**src/rtl/core/adc_kp_pkg.sv**
```systemverilog
`default_nettype none

package adc_kp_pkg;

  // Fixed field widths of the register file and the result channel.
  localparam int LEVEL_W    = 12;
  localparam int TICK_W     = 16;
  localparam int KEY_W      = 2;
  localparam int KIND_W     = 2;
  localparam int CFG_IDX_W  = 3;
  localparam int CFG_DATA_W = 16;

  // Key codes.
  localparam logic [KEY_W-1:0] KEY_UP    = 2'd0;
  localparam logic [KEY_W-1:0] KEY_DOWN  = 2'd1;
  localparam logic [KEY_W-1:0] KEY_ENTER = 2'd2;
  localparam logic [KEY_W-1:0] KEY_BACK  = 2'd3;

  // Saturation value of the hold-time counter.
  localparam logic [TICK_W-1:0] TICK_MAX = 16'hFFFF;

  // Register reset values.
  localparam logic [LEVEL_W-1:0] UP_LEVEL_RST      = 12'd3700;
  localparam logic [LEVEL_W-1:0] DOWN_LEVEL_RST    = 12'd2776;
  localparam logic [LEVEL_W-1:0] ENTER_LEVEL_RST   = 12'd1788;
  localparam logic [LEVEL_W-1:0] BACK_LEVEL_RST    = 12'd736;
  localparam logic [LEVEL_W-1:0] MATCH_WINDOW_RST  = 12'd120;
  localparam logic [LEVEL_W-1:0] RELEASE_LEVEL_RST = 12'd4000;
  localparam logic [TICK_W-1:0]  LONG_TICKS_RST    = 16'd250;
  localparam logic [TICK_W-1:0]  SUPER_TICKS_RST   = 16'd800;

  // Register indexes on the configuration port.
  typedef enum logic [CFG_IDX_W-1:0] {
    CFG_UP_LEVEL,
    CFG_DOWN_LEVEL,
    CFG_ENTER_LEVEL,
    CFG_BACK_LEVEL,
    CFG_MATCH_WINDOW,
    CFG_RELEASE_LEVEL,
    CFG_LONG_TICKS,
    CFG_SUPER_TICKS
  } cfg_reg_t;

  // Press tracking phases.
  typedef enum logic [1:0] {
    PH_IDLE,
    PH_PRESSED,
    PH_LONG,
    PH_SUPER
  } press_phase_t;

  // Reported event kinds.
  typedef enum logic [KIND_W-1:0] {
    EV_SHORT,
    EV_LONG,
    EV_SUPER
  } event_kind_t;

  // Level settings used by the classifier.
  typedef struct packed {
    logic [LEVEL_W-1:0] up_lvl;
    logic [LEVEL_W-1:0] down_lvl;
    logic [LEVEL_W-1:0] enter_lvl;
    logic [LEVEL_W-1:0] back_lvl;
    logic [LEVEL_W-1:0] window;
    logic [LEVEL_W-1:0] release_lvl;
  } key_cfg_t;

  // Classifier verdict: a key was recognised, and which one.
  typedef struct packed {
    logic             hit;
    logic [KEY_W-1:0] key;
  } key_match_t;

  // Event produced by the press tracker.
  typedef struct packed {
    logic             fire;
    logic [KEY_W-1:0] key;
    event_kind_t      kind;
  } press_event_t;

endpackage

`default_nettype wire

```
**src/rtl/core/adc_kp_in_if.sv**
```systemverilog
`default_nettype none

// Sample channel: one transfer per sample tick.
interface adc_kp_in_if #(
  parameter int SAMPLE_BITS = 12
);
  logic                   valid;
  logic                   ready;
  logic [SAMPLE_BITS-1:0] sample;
  logic                   self_test_ok;

  modport source (output valid, output sample, output self_test_ok, input ready);
  modport sink   (input valid, input sample, input self_test_ok, output ready);
endinterface

`default_nettype wire

```
**src/rtl/core/adc_kp_out_if.sv**
```systemverilog
`default_nettype none

// Key event channel.
interface adc_kp_out_if;
  logic       valid;
  logic       ready;
  logic [1:0] key_index;
  logic [1:0] event_kind;

  modport source (output valid, output key_index, output event_kind, input ready);
  modport sink   (input valid, input key_index, input event_kind, output ready);
endinterface

`default_nettype wire

```
**src/rtl/core/adc_kp_median.sv**
```systemverilog
`default_nettype none

// Median of a full window by ranking: all pairs compared, ties broken
// by position; the middle rank entry, or floor mean of two if N even.
module adc_kp_median #(
  parameter int N  = 5,
  parameter int SB = 12
) (
  input  logic [SB-1:0] win [N],
  output logic [SB-1:0] median
);

  localparam int RW = $clog2(N);

  logic [RW-1:0] rank [N];
  logic [SB-1:0] hi;

  // Rank of each entry: how many entries sort before it.
  always_comb begin
    for (int i = 0; i < N; i++) begin
      rank[i] = '0;
      for (int j = 0; j < N; j++) begin
        if (j != i) begin
          if ((win[j] < win[i]) || ((win[j] == win[i]) && (j < i))) begin
            rank[i] = rank[i] + RW'(1);
          end
        end
      end
    end
  end

  // Upper middle entry; ranks form a permutation so exactly one matches.
  always_comb begin
    hi = '0;
    for (int i = 0; i < N; i++) begin
      if (rank[i] == RW'(N / 2)) begin
        hi = hi | win[i];
      end
    end
  end

  if ((N % 2) == 1) begin : g_odd
    assign median = hi;
  end else begin : g_even
    logic [SB-1:0] lo;
    logic [SB:0]   pair_sum;

    // Lower middle entry, then the floor of the mean of the two.
    always_comb begin
      lo = '0;
      for (int i = 0; i < N; i++) begin
        if (rank[i] == RW'(N / 2 - 1)) begin
          lo = lo | win[i];
        end
      end
    end

    assign pair_sum = {1'b0, lo} + {1'b0, hi};
    assign median   = pair_sum[SB:1];
  end

endmodule

`default_nettype wire

```
**src/rtl/core/adc_kp_classify.sv**
```systemverilog
`default_nettype none

// Maps a median reading to a key, or to no key.
module adc_kp_classify
  import adc_kp_pkg::*;
#(
  parameter int SB = 12
) (
  input  logic [SB-1:0] median,
  input  key_cfg_t      cfg,
  output key_match_t    match
);

  // One spare bit so that level plus window and reading plus window never wrap.
  localparam int CW = ((SB > LEVEL_W) ? SB : LEVEL_W) + 1;

  logic [CW-1:0] mx;
  logic [CW-1:0] wx;
  logic [CW-1:0] lvl [4];
  logic [3:0]    in_range;

  assign mx     = CW'(median);
  assign wx     = CW'(cfg.window);
  assign lvl[0] = CW'(cfg.up_lvl);
  assign lvl[1] = CW'(cfg.down_lvl);
  assign lvl[2] = CW'(cfg.enter_lvl);
  assign lvl[3] = CW'(cfg.back_lvl);

  // level - window <= m is tested as level <= m + window.
  always_comb begin
    for (int k = 0; k < 4; k++) begin
      in_range[k] = ((mx + wx) >= lvl[k]) && (mx <= (lvl[k] + wx));
    end
  end

  // Lowest matching key wins; above the release level nothing matches.
  always_comb begin
    match = '{hit: 1'b0, key: KEY_UP};
    if (mx <= CW'(cfg.release_lvl)) begin
      for (int k = 3; k >= 0; k--) begin
        if (in_range[k]) begin
          match.hit = 1'b1;
          match.key = KEY_W'(k);
        end
      end
    end
  end

endmodule

`default_nettype wire

```
**src/rtl/core/adc_kp_press_fsm.sv**
```systemverilog
`default_nettype none

// Press tracker: hold-time counter and idle / pressed / long / super-long
// phases. The event for a decision is produced combinationally.
module adc_kp_press_fsm
  import adc_kp_pkg::*;
(
  input  logic              clk,
  input  logic              rst_n,
  input  logic              tick,
  input  logic              decide,
  input  key_match_t        km,
  input  logic [TICK_W-1:0] long_ticks,
  input  logic [TICK_W-1:0] super_ticks,
  output press_event_t      evt
);

  press_phase_t      phase_r, phase_nxt;
  logic [KEY_W-1:0]  held_r, held_nxt;
  logic [TICK_W-1:0] elapsed_r, elapsed_nxt;
  logic [TICK_W-1:0] elapsed_inc;
  logic              same;

  // Tracker state.
  always_ff @(posedge clk) begin
    if (!rst_n) begin
      phase_r   <= PH_IDLE;
      held_r    <= '0;
      elapsed_r <= '0;
    end else begin
      phase_r   <= phase_nxt;
      held_r    <= held_nxt;
      elapsed_r <= elapsed_nxt;
    end
  end

  // The counter advances on every tick before the decision looks at it.
  assign elapsed_inc = (elapsed_r == TICK_MAX) ? elapsed_r : elapsed_r + TICK_W'(1);
  assign same        = km.hit && (km.key == held_r);

  // Phase transitions and event generation.
  always_comb begin
    phase_nxt   = phase_r;
    held_nxt    = held_r;
    elapsed_nxt = tick ? elapsed_inc : elapsed_r;
    evt         = '{fire: 1'b0, key: held_r, kind: EV_SHORT};
    if (decide) begin
      case (phase_r)
        PH_IDLE: begin
          if (km.hit) begin
            phase_nxt   = PH_PRESSED;
            held_nxt    = km.key;
            elapsed_nxt = '0;
          end
        end
        PH_PRESSED: begin
          if (!same) begin
            evt.fire  = 1'b1;
            phase_nxt = PH_IDLE;
            held_nxt  = KEY_UP;
          end else if (elapsed_inc >= long_ticks) begin
            evt.fire  = 1'b1;
            evt.kind  = EV_LONG;
            phase_nxt = PH_LONG;
          end
        end
        PH_LONG: begin
          if (!same) begin
            phase_nxt = PH_IDLE;
            held_nxt  = KEY_UP;
          end else if ((held_r == KEY_UP) && (elapsed_inc >= super_ticks)) begin
            evt.fire  = 1'b1;
            evt.kind  = EV_SUPER;
            phase_nxt = PH_SUPER;
          end
        end
        default: begin
          if (!same) begin
            phase_nxt = PH_IDLE;
            held_nxt  = KEY_UP;
          end
        end
      endcase
    end
  end

endmodule

`default_nettype wire

```
**src/rtl/core/adc_ladder_key_press_classifier_core.sv**
```systemverilog
`default_nettype none

// Channel   Role    Payload                         Handshake
// in_chan   sink    sample, self_test_ok            valid / ready
// out_chan  source  key_index, event_kind           valid / ready
// cfg_*     write   cfg_index, cfg_wdata            cfg_we, no wait
//
// One sample per cycle sustained: a transfer lands in the input register and
// is processed from there into the output register, which presents the key event.
// Reset is synchronous and active low; it restores the register defaults,
// empties the window and returns the tracker to idle. There is no clearing pass.
// While the output register holds an event and out_chan.ready is low, the waiting
// sample is held and the input stalls, whether or not that sample makes an event.
module adc_ladder_key_press_classifier_core
  import adc_kp_pkg::*;
#(
  parameter int WINDOW_SAMPLES = 5,
  parameter int SAMPLE_BITS    = 12
) (
  input  logic                  clk,
  input  logic                  rst_n,
  adc_kp_in_if.sink             in_chan,
  adc_kp_out_if.source          out_chan,
  input  logic                  cfg_we,
  input  logic [CFG_IDX_W-1:0]  cfg_index,
  input  logic [CFG_DATA_W-1:0] cfg_wdata
);

  localparam int N  = WINDOW_SAMPLES;
  localparam int SB = SAMPLE_BITS;
  localparam int FW = $clog2(N);

  // Configuration registers.
  key_cfg_t          kcfg_r;
  logic [TICK_W-1:0] long_ticks_r;
  logic [TICK_W-1:0] super_ticks_r;

  // Input register.
  logic              in_valid_r;
  logic [SB-1:0]     in_sample_r;
  logic              in_ok_r;

  // Window store and fill count; the last entry is the sample being processed.
  logic [SB-1:0]     win_r [N-1];
  logic [FW-1:0]     fill_r;
  logic [SB-1:0]     win_view [N];

  // Output register.
  logic              out_valid_r;
  logic [KEY_W-1:0]  out_key_r;
  event_kind_t       out_kind_r;

  logic              advance;
  logic              full_now;
  logic [SB-1:0]     median;
  key_match_t        km;
  press_event_t      evt;

  // Register writes.
  always_ff @(posedge clk) begin
    if (!rst_n) begin
      kcfg_r.up_lvl      <= UP_LEVEL_RST;
      kcfg_r.down_lvl    <= DOWN_LEVEL_RST;
      kcfg_r.enter_lvl   <= ENTER_LEVEL_RST;
      kcfg_r.back_lvl    <= BACK_LEVEL_RST;
      kcfg_r.window      <= MATCH_WINDOW_RST;
      kcfg_r.release_lvl <= RELEASE_LEVEL_RST;
      long_ticks_r       <= LONG_TICKS_RST;
      super_ticks_r      <= SUPER_TICKS_RST;
    end else if (cfg_we) begin
      case (cfg_reg_t'(cfg_index))
        CFG_UP_LEVEL:      kcfg_r.up_lvl      <= cfg_wdata[LEVEL_W-1:0];
        CFG_DOWN_LEVEL:    kcfg_r.down_lvl    <= cfg_wdata[LEVEL_W-1:0];
        CFG_ENTER_LEVEL:   kcfg_r.enter_lvl   <= cfg_wdata[LEVEL_W-1:0];
        CFG_BACK_LEVEL:    kcfg_r.back_lvl    <= cfg_wdata[LEVEL_W-1:0];
        CFG_MATCH_WINDOW:  kcfg_r.window      <= cfg_wdata[LEVEL_W-1:0];
        CFG_RELEASE_LEVEL: kcfg_r.release_lvl <= cfg_wdata[LEVEL_W-1:0];
        CFG_LONG_TICKS:    long_ticks_r       <= cfg_wdata[TICK_W-1:0];
        CFG_SUPER_TICKS:   super_ticks_r      <= cfg_wdata[TICK_W-1:0];
        default: begin
        end
      endcase
    end
  end

  // The held item moves on unless a pending event is not being taken.
  assign advance       = in_valid_r && (!out_valid_r || out_chan.ready);
  assign in_chan.ready = !in_valid_r || advance;

  // Input register.
  always_ff @(posedge clk) begin
    if (!rst_n) begin
      in_valid_r <= 1'b0;
    end else if (in_chan.ready) begin
      in_valid_r <= in_chan.valid;
    end
  end

  always_ff @(posedge clk) begin
    if (in_chan.valid && in_chan.ready) begin
      in_sample_r <= in_chan.sample;
      in_ok_r     <= in_chan.self_test_ok;
    end
  end

  // Window filling: a sample that completes the window is not stored.
  assign full_now = in_ok_r && (fill_r == FW'(N - 1));

  always_ff @(posedge clk) begin
    if (!rst_n) begin
      fill_r <= '0;
    end else if (advance && in_ok_r) begin
      fill_r <= full_now ? '0 : fill_r + FW'(1);
    end
  end

  always_ff @(posedge clk) begin
    for (int i = 0; i < N - 1; i++) begin
      if (advance && in_ok_r && (fill_r == FW'(i))) begin
        win_r[i] <= in_sample_r;
      end
    end
  end

  always_comb begin
    for (int i = 0; i < N - 1; i++) begin
      win_view[i] = win_r[i];
    end
    win_view[N-1] = in_sample_r;
  end

  adc_kp_median #(
    .N  (N),
    .SB (SB)
  ) u_median (
    .win    (win_view),
    .median (median)
  );

  adc_kp_classify #(
    .SB (SB)
  ) u_classify (
    .median (median),
    .cfg    (kcfg_r),
    .match  (km)
  );

  adc_kp_press_fsm u_press (
    .clk         (clk),
    .rst_n       (rst_n),
    .tick        (advance),
    .decide      (advance && full_now),
    .km          (km),
    .long_ticks  (long_ticks_r),
    .super_ticks (super_ticks_r),
    .evt         (evt)
  );

  // Output register.
  always_ff @(posedge clk) begin
    if (!rst_n) begin
      out_valid_r <= 1'b0;
    end else if (advance && full_now && evt.fire) begin
      out_valid_r <= 1'b1;
    end else if (out_chan.ready) begin
      out_valid_r <= 1'b0;
    end
  end

  always_ff @(posedge clk) begin
    if (advance && full_now && evt.fire) begin
      out_key_r  <= evt.key;
      out_kind_r <= evt.kind;
    end
  end

  assign out_chan.valid      = out_valid_r;
  assign out_chan.key_index  = out_key_r;
  assign out_chan.event_kind = out_kind_r;

endmodule

`default_nettype wire

```
**src/flat_wrapper.sv**
```systemverilog
// flat-port wrapper written by rule: the top's interface ports become plain ports
module adc_ladder_key_press_classifier_core_flat import adc_kp_pkg::*;
#(
  parameter int WINDOW_SAMPLES = 5,
  parameter int SAMPLE_BITS    = 12
)
  (clk, rst_n, cfg_we, cfg_index, cfg_wdata, in_chan_valid, in_chan_sample, in_chan_self_test_ok, in_chan_ready, out_chan_valid, out_chan_key_index, out_chan_event_kind, out_chan_ready);
  adc_kp_in_if #(.SAMPLE_BITS(SAMPLE_BITS)) in_chan_i ();
  adc_kp_out_if out_chan_i ();
  input  logic clk;
  input  logic rst_n;
  input  logic cfg_we;
  input  logic [CFG_IDX_W-1:0] cfg_index;
  input  logic [CFG_DATA_W-1:0] cfg_wdata;
  input wire logic [$bits(in_chan_i.valid)-1:0] in_chan_valid;
  input wire logic [$bits(in_chan_i.sample)-1:0] in_chan_sample;
  input wire logic [$bits(in_chan_i.self_test_ok)-1:0] in_chan_self_test_ok;
  output wire logic [$bits(in_chan_i.ready)-1:0] in_chan_ready;
  output wire logic [$bits(out_chan_i.valid)-1:0] out_chan_valid;
  output wire logic [$bits(out_chan_i.key_index)-1:0] out_chan_key_index;
  output wire logic [$bits(out_chan_i.event_kind)-1:0] out_chan_event_kind;
  input wire logic [$bits(out_chan_i.ready)-1:0] out_chan_ready;
  assign in_chan_i.valid = in_chan_valid;
  assign in_chan_i.sample = in_chan_sample;
  assign in_chan_i.self_test_ok = in_chan_self_test_ok;
  assign in_chan_ready = in_chan_i.ready;
  assign out_chan_valid = out_chan_i.valid;
  assign out_chan_key_index = out_chan_i.key_index;
  assign out_chan_event_kind = out_chan_i.event_kind;
  assign out_chan_i.ready = out_chan_ready;
  adc_ladder_key_press_classifier_core #(.WINDOW_SAMPLES(WINDOW_SAMPLES), .SAMPLE_BITS(SAMPLE_BITS)) u_core (.clk(clk), .rst_n(rst_n), .in_chan(in_chan_i), .out_chan(out_chan_i), .cfg_we(cfg_we), .cfg_index(cfg_index), .cfg_wdata(cfg_wdata));
endmodule
```
**config.mk**
```make
export PLATFORM = sky130hd
export DESIGN_NAME = adc_ladder_key_press_classifier_core_flat
export DESIGN_NICKNAME = d
export VERILOG_FILES = /design/src/rtl/core/adc_kp_pkg.sv /design/src/rtl/core/adc_kp_in_if.sv /design/src/rtl/core/adc_kp_out_if.sv /design/src/rtl/core/adc_kp_median.sv /design/src/rtl/core/adc_kp_classify.sv /design/src/rtl/core/adc_kp_press_fsm.sv /design/src/rtl/core/adc_ladder_key_press_classifier_core.sv /design/src/flat_wrapper.sv
export SDC_FILE = /design/constraint.sdc
export NUM_CORES = 1
export LEC_CHECK = 0
export ABC_AREA = 1
export CAP_MARGIN = 20
export CORE_AREA = 2 2 193 195
export CTS_CLUSTER_DIAMETER = 50
export DETAILED_ROUTE_END_ITERATION = 16
export DIE_AREA = 0 0 195 197
export DONT_BUFFER_PORTS = 1
export PLACE_DENSITY_LB_ADDON = 0.2
export REMOVE_ABC_BUFFERS = 1
export SLEW_MARGIN = 30
export SYNTH_ARGS = -nofsm -noshare
export SYNTH_HDL_FRONTEND = slang
export SYNTH_HIERARCHICAL = 1
export SYNTH_SLANG_ARGS = --single-unit
```
**constraint.sdc**
```tcl
create_clock -name clk -period 14.7 [get_ports clk]
set_clock_uncertainty 0.05 [all_clocks]
set_input_delay 0.735 -clock clk [delete_from_list [all_inputs] [get_ports clk]]
set_output_delay 0.735 -clock clk [all_outputs]
set_load 0.1 [all_outputs]
```
* After elaboration in Yosys (flattened, before gate mapping)
Memory sizes are Yosys's and may differ from the RTL's. Cells that the tools add are included.
Word-level totals: register bits 146, RAM bits 48, input port bits 37, output and inout bits 6, logic and storage cells 234, memories 1
Cells by class: $add $sub $neg 22, magnitude comparators 31, equal/unequal tests 35, mux-type cells 75, bitwise operators 4, reduce and logical (&&, ||, !) cells 48
Memories:
- u_core.win_r | depth 4, bits a word 12, rd ports 4, clocked after Yosys merged registers in 0, wr ports 1, RTL line adc_ladder_key_press_classifier_core.sv:44 | logic [SB-1:0] win_r [N-1];
Operators with widths (number):
- $lt 12x12->1 | 20
- $eq 12x12->1 | 10
- $mux 12 | 8
- $mux 16 | 5
- $add 12x12->13 | 5
- $mux 3 | 20
- $ge 13x12->1 | 4
- $le 12x13->1 | 4
- $or 12x12->12 | 4
- $reduce_or 12->1 | 3
- $add 3x1->3 const B | 11
- $ge 16x16->1 | 2
- $mux 2 | 14
- $eq 3x2->1 const B | 9
- $mux 1 | 25
- $add 16x1->16 const B | 1
- $eq 16x16->1 const B | 1
- $logic_and 1x1->1 | 16
- $reduce_and 2->1 | 8
- $eq 3x3->1 const B | 5
- $le 12x12->1 | 1
- $logic_or 1x1->1 | 12
- $add 1x1->2 const B | 4
- $eq 3x1->1 const B | 2
- 17 further kinds | 21

* Longest topological paths before layout
An unclocked memory read counts as a cell.
depth in word-level cells 34, mapped depth 58, depth with buffers taken out 58

* Hierarchy
Netlist, hierarchy kept.
By module, submodules not included:
- adc_ladder_key_press_classifier_core | instances 1, cells each 598, area an instance 6057.1 µm², seq. area each 4134.0 µm²
- adc_kp_classify | instances 1, cells each 824, area an instance 5351.4 µm², seq. area each 0.0 µm²
- adc_kp_median | instances 1, cells each 733, area an instance 4302.9 µm², seq. area each 0.0 µm²
- adc_kp_press_fsm | instances 1, cells each 357, area an instance 2289.7 µm², seq. area each 400.4 µm²

* Worst setup path after synthesis
OpenSTA, ideal clock, no wires.
path type register to register, from mem u_core.win_r[0][11], to reg u_core.out_kind_r[0], in the netlist u_core/out_chan.event_kind[0], enable pin, setup time 0.304 ns, arrival 6.246 ns, required time 14.346 ns, slack 8.100 ns, cell stages (with the launch flop) 50, path buffers 1, period minus slack after synthesis 6.600 ns, cell sequence edfxtp_1 > ha_1 > nand2_1 > nor2_1 > nand2_1 > a21oi_1 > o21bai_1 > ha_1 > inv_1 > nand2_1 > nand2_1 > inv_1 > ha_1 > nand3_1 > nand3_1 > buf_2 > nand4_1 > nand2_1 > [14 not listed] > nand2_1 > nor2_1 > nand2_1 > nand2_1 > nand2_1 > nand2_1 > nand2_1 > nand2_1 > nand3_1 > a21oi_2 > nor2_1 > nor4_2 > inv_1 > nor2_1 > nand3_1 > o22ai_1 > nand3_1 > inv_1
RTL lines:
- start: declaration | RTL line adc_ladder_key_press_classifier_core.sv:44
- end signal: assignment | RTL line adc_ladder_key_press_classifier_core.sv:173 | out_kind_r <= evt.kind;
- end: declaration | RTL line adc_ladder_key_press_classifier_core.sv:51 | event_kind_t out_kind_r;

==> impl_metrics.tcl <==
set metrics [dict create \
    die_y_um 197 \
    ys_warn_count 6 \
    wl_um 52100 \
    drive_above_1_share_pct 4.84 \
    initial_core_util_pct 49.6 \
    numCtsBuffers 17 \
    io_buffers 0 \
    finalCritPeriodShare_pct 56.7 \
    post_cts_buffers 0 \
    crit_family "simple AND/OR/NAND/NOR gates" \
    path_max_fanout 12 \
    yosys_most_used_dff "dfxtp_1" \
    yosysSeqAreaShare_pct 25.2 \
    syn_area_um2 18000 \
    cts_sinks 194 \
    fillers 3617 \
    rsz0062_at_grt "false" \
    grt_pass1_wl_um 82400 \
    synth_top_area_share_pct 23.8 \
    postRouteAntennaNets 0 \
    first_pass_iters 5 \
    grt_max_degree 114 \
    grt_use_total_pct 27.6 \
    met2_usage_pct 45.7 \
    clk_path_buf_depth 2 \
    area_growth_pct 4.82 \
    syn_avg_cell_area_um2 7.17 \
    cp_num_buf_inv 6 \
    clk_pin_slew_ns 0.08 \
    worst-endpoint-arrival_ns 8.44 \
    final.setup.worst_slack_ns 6.37 \
    cts_resized 0 \
    drt_iter0_drc 1087 \
    num_rows 70 \
    grt_use_met3_pct 4.72 \
    worst_slew_pin_slew_ns 1.06 \
    finish.utilization_pct 52.0 \
    slew_headroom_pct 28.7 \
    routed_via_density 5.46 \
    critical_path.startpoint_type "flip-flop" \
    crit_path_frequent_cell "nand2_1" \
    path_class "reg2reg" \
    grt_util_met1_pct 36.1 \
    cellPowerDensity_nw_per_um2 91.7 \
    ios 43 \
    finalSetupViolCount 0 \
    gr-total-overflow 0 \
    finalHoldViolations 0 \
    globalplace.congestion 0.937 \
    ys_seq_elements 194 \
    clkLatencyLatePin_ns 0.45 \
    hp-class "in2reg" \
    grt-busiest-layer "met2" \
    max_freq_ghz 0.120 \
    finalMaxSlewViolations 0 \
    outcome "finished, final reports clean" \
    drc_errors 0 \
    antenna_found_initial 1 \
    fin_crit_ns 8.33 \
    cts_root_buf "clkbuf_16" \
    leakagePower_nw 10.1 \
    syn_inst 2512 \
    htreeDepth 4 \
    nets 2870 \
    ctsHoldBuffers 0 \
    synth-edff-count 65 \
    synthArstFlopShare_pct 0 \
    synth_largest_area_cell "ha_1" \
    dpl.hpwl_um 40700 \
    tns_ns 0 \
    grt_pass1_vias 15500 \
    tritoncts "done" \
    die_area_um2 38400 \
    peakVddDrop_mv 0.0635 \
    power.total_mw 1.73 \
    cp-end-kind "flip-flop" \
    synth.area.top_cells "ha_1 24%, dfxtp_1 14%, nand2_1 12%" \
    ys_types 62 \
    num_vias 16200 \
    die_width_um 195 \
    place_ws_ns 6.50 \
    maxCapViolations 0 \
    coreArea_um2 36300 \
    cp_data_required_time_ns 14.80 \
    wl_per_cell_um 17.6 \
    slowest_delay_ns 0.52 \
    cp_slowest_cell "ha_1" \
]
==> registers in the layout, summed over array words and instances, names as in the netlist <==
signal,cells
u_core/fill_r,3
u_core/in_ok_r,1
u_core/in_sample_r,12
u_core/in_valid_r,1
u_core/kcfg_r,72
u_core/long_ticks_r,16
u_core/out_chan.event_kind,2
u_core/out_chan.key_index,2
u_core/out_chan.valid,1
u_core/super_ticks_r,16
u_core/u_press/elapsed_r,16
u_core/u_press/held_r,2
u_core/u_press/phase_r,2
u_core/win_r,48
==> through the flow <==
step / hold slack, ns / instance area (um2) / std cells
6_report: 0.331 / 18900 / 2967
5_1_grt: 0.307 / 18900 / 2967
4_1_cts: 0.317 / 18900 / 2966
3_5_place_dp: 0.397 / 18300 / 2934
3_3_place_gp: 0.389 / 18300 / 2934
2_1_floorplan: 0.379 / 17600 / 2461
==> synthesized netlist by cell type (2+ instances only) <==
cell type / number
a21o_1: 12
o21a_1: 7
nand4_1: 34
fa_1: 5
buf_2: 9
nand2_1: 569
xor2_1: 39
o21ai_0: 105
a21oi_1: 158
o31ai_1: 2
and3_1: 2
nor2_2: 10
edfxtp_1: 65
nand3b_1: 6
o211ai_1: 5
inv_2: 12
dfxtp_1: 129
a211oi_1: 2
ha_1: 343
clkbuf_1: 15
o21ai_2: 4
nor4_1: 2
a41oi_1: 2
nand2_4: 4
nand3_2: 6
nand2_2: 22
a31oi_1: 2
nand3_1: 151
nor2_1: 292
a21o_2: 2
buf_4: 11
nor2_4: 5
o21bai_1: 8
a21oi_2: 5
xnor2_1: 21
nor3_1: 21
o21ai_1: 8
inv_1: 377
buf_6: 14
and2_1: 4
==> cell type report <==
cell class,count,area [um2],share of cell area [%]
clock inverter,15,176,0.935
multi-input combinational,1876,11600,61.7
inverter,391,1470,7.80
tap,468,586,3.10
timing repair buffer,5,37.5,0.199
sequential,194,4540,24.0
clock buffer,17,425,2.25
antenna,1,2.50,0.0133
==> where the power goes <==
group | total, mW | switching [mW] | internal, mW
combinational | 0.657 | 0.425 | 0.232
clock | 0.474 | 0.243 | 0.231
sequential | 0.598 | 0.0248 | 0.573
total | 1.73 | 0.693 | 1.04
==> placed cells by master (no fill, tap or decap), drive strengths merged, types with 5 or more instances in the layout <==
cell,count
a21o,14
a21oi,163
and2,5
buf,5
clkbuf,17
clkinv,9
dfxtp,129
edfxtp,65
fa,5
ha,343
inv,397
nand2,595
nand3,158
nand3b,6
nand4,35
nor2,308
nor3,23
o211ai,6
o21a,7
o21ai,117
o21bai,8
xnor2,21
xor2,40
==> kinds of logic (layout without fill, tap and decap cells) <==
kind of cell	after synthesis	count (layout)	synth area share, %
AOI/OAI and AO/OA	330	330	10.1
xor gates and xnor gates	61	61	3.01
buffers and inverters	442	428	10.2
and+or+nand+nor	1137	1137	27.1
other	0	1	0
DFF	194	194	25.2
adders and majority gates	348	348	24.4
==> layer usage <==
layer | up-vias | part of all wire [%]
met5 | - | 0
met4 | 0 | 3.5
met3 | 88 | 6.2
met2 | 450 | 45
met1 | 7527 | 45
li1 | 8143 | -
==> worst register-to-register path, delay by kind of cell (launching register included) <==
kind                       cells  cell delay (ns)
and+or+nand+nor               29             3.62
adders and majority gates      5             1.81
AOI/OAI and AO/OA              6             1.07
buffers and inverters          6             0.54
xor gates and xnor gates       1             0.50
DFF                            1             0.46
==> worst paths after layout <==
path	end	cells past startpoint	startpoint	slack, ns
setup / recovery	u_core/out_chan.event_kind[0]	47	u_core/win_r[2][9]	6.37
setup reg to reg	u_core/out_chan.event_kind[0]	47	u_core/win_r[2][9]	6.37
hold reg to reg	u_core/long_ticks_r[3]	2	u_core/long_ticks_r[3]	0.41
hold / removal	u_core/kcfg_r[16]	1	rst_n	0.33
Power figures use the tool's default switching activity.
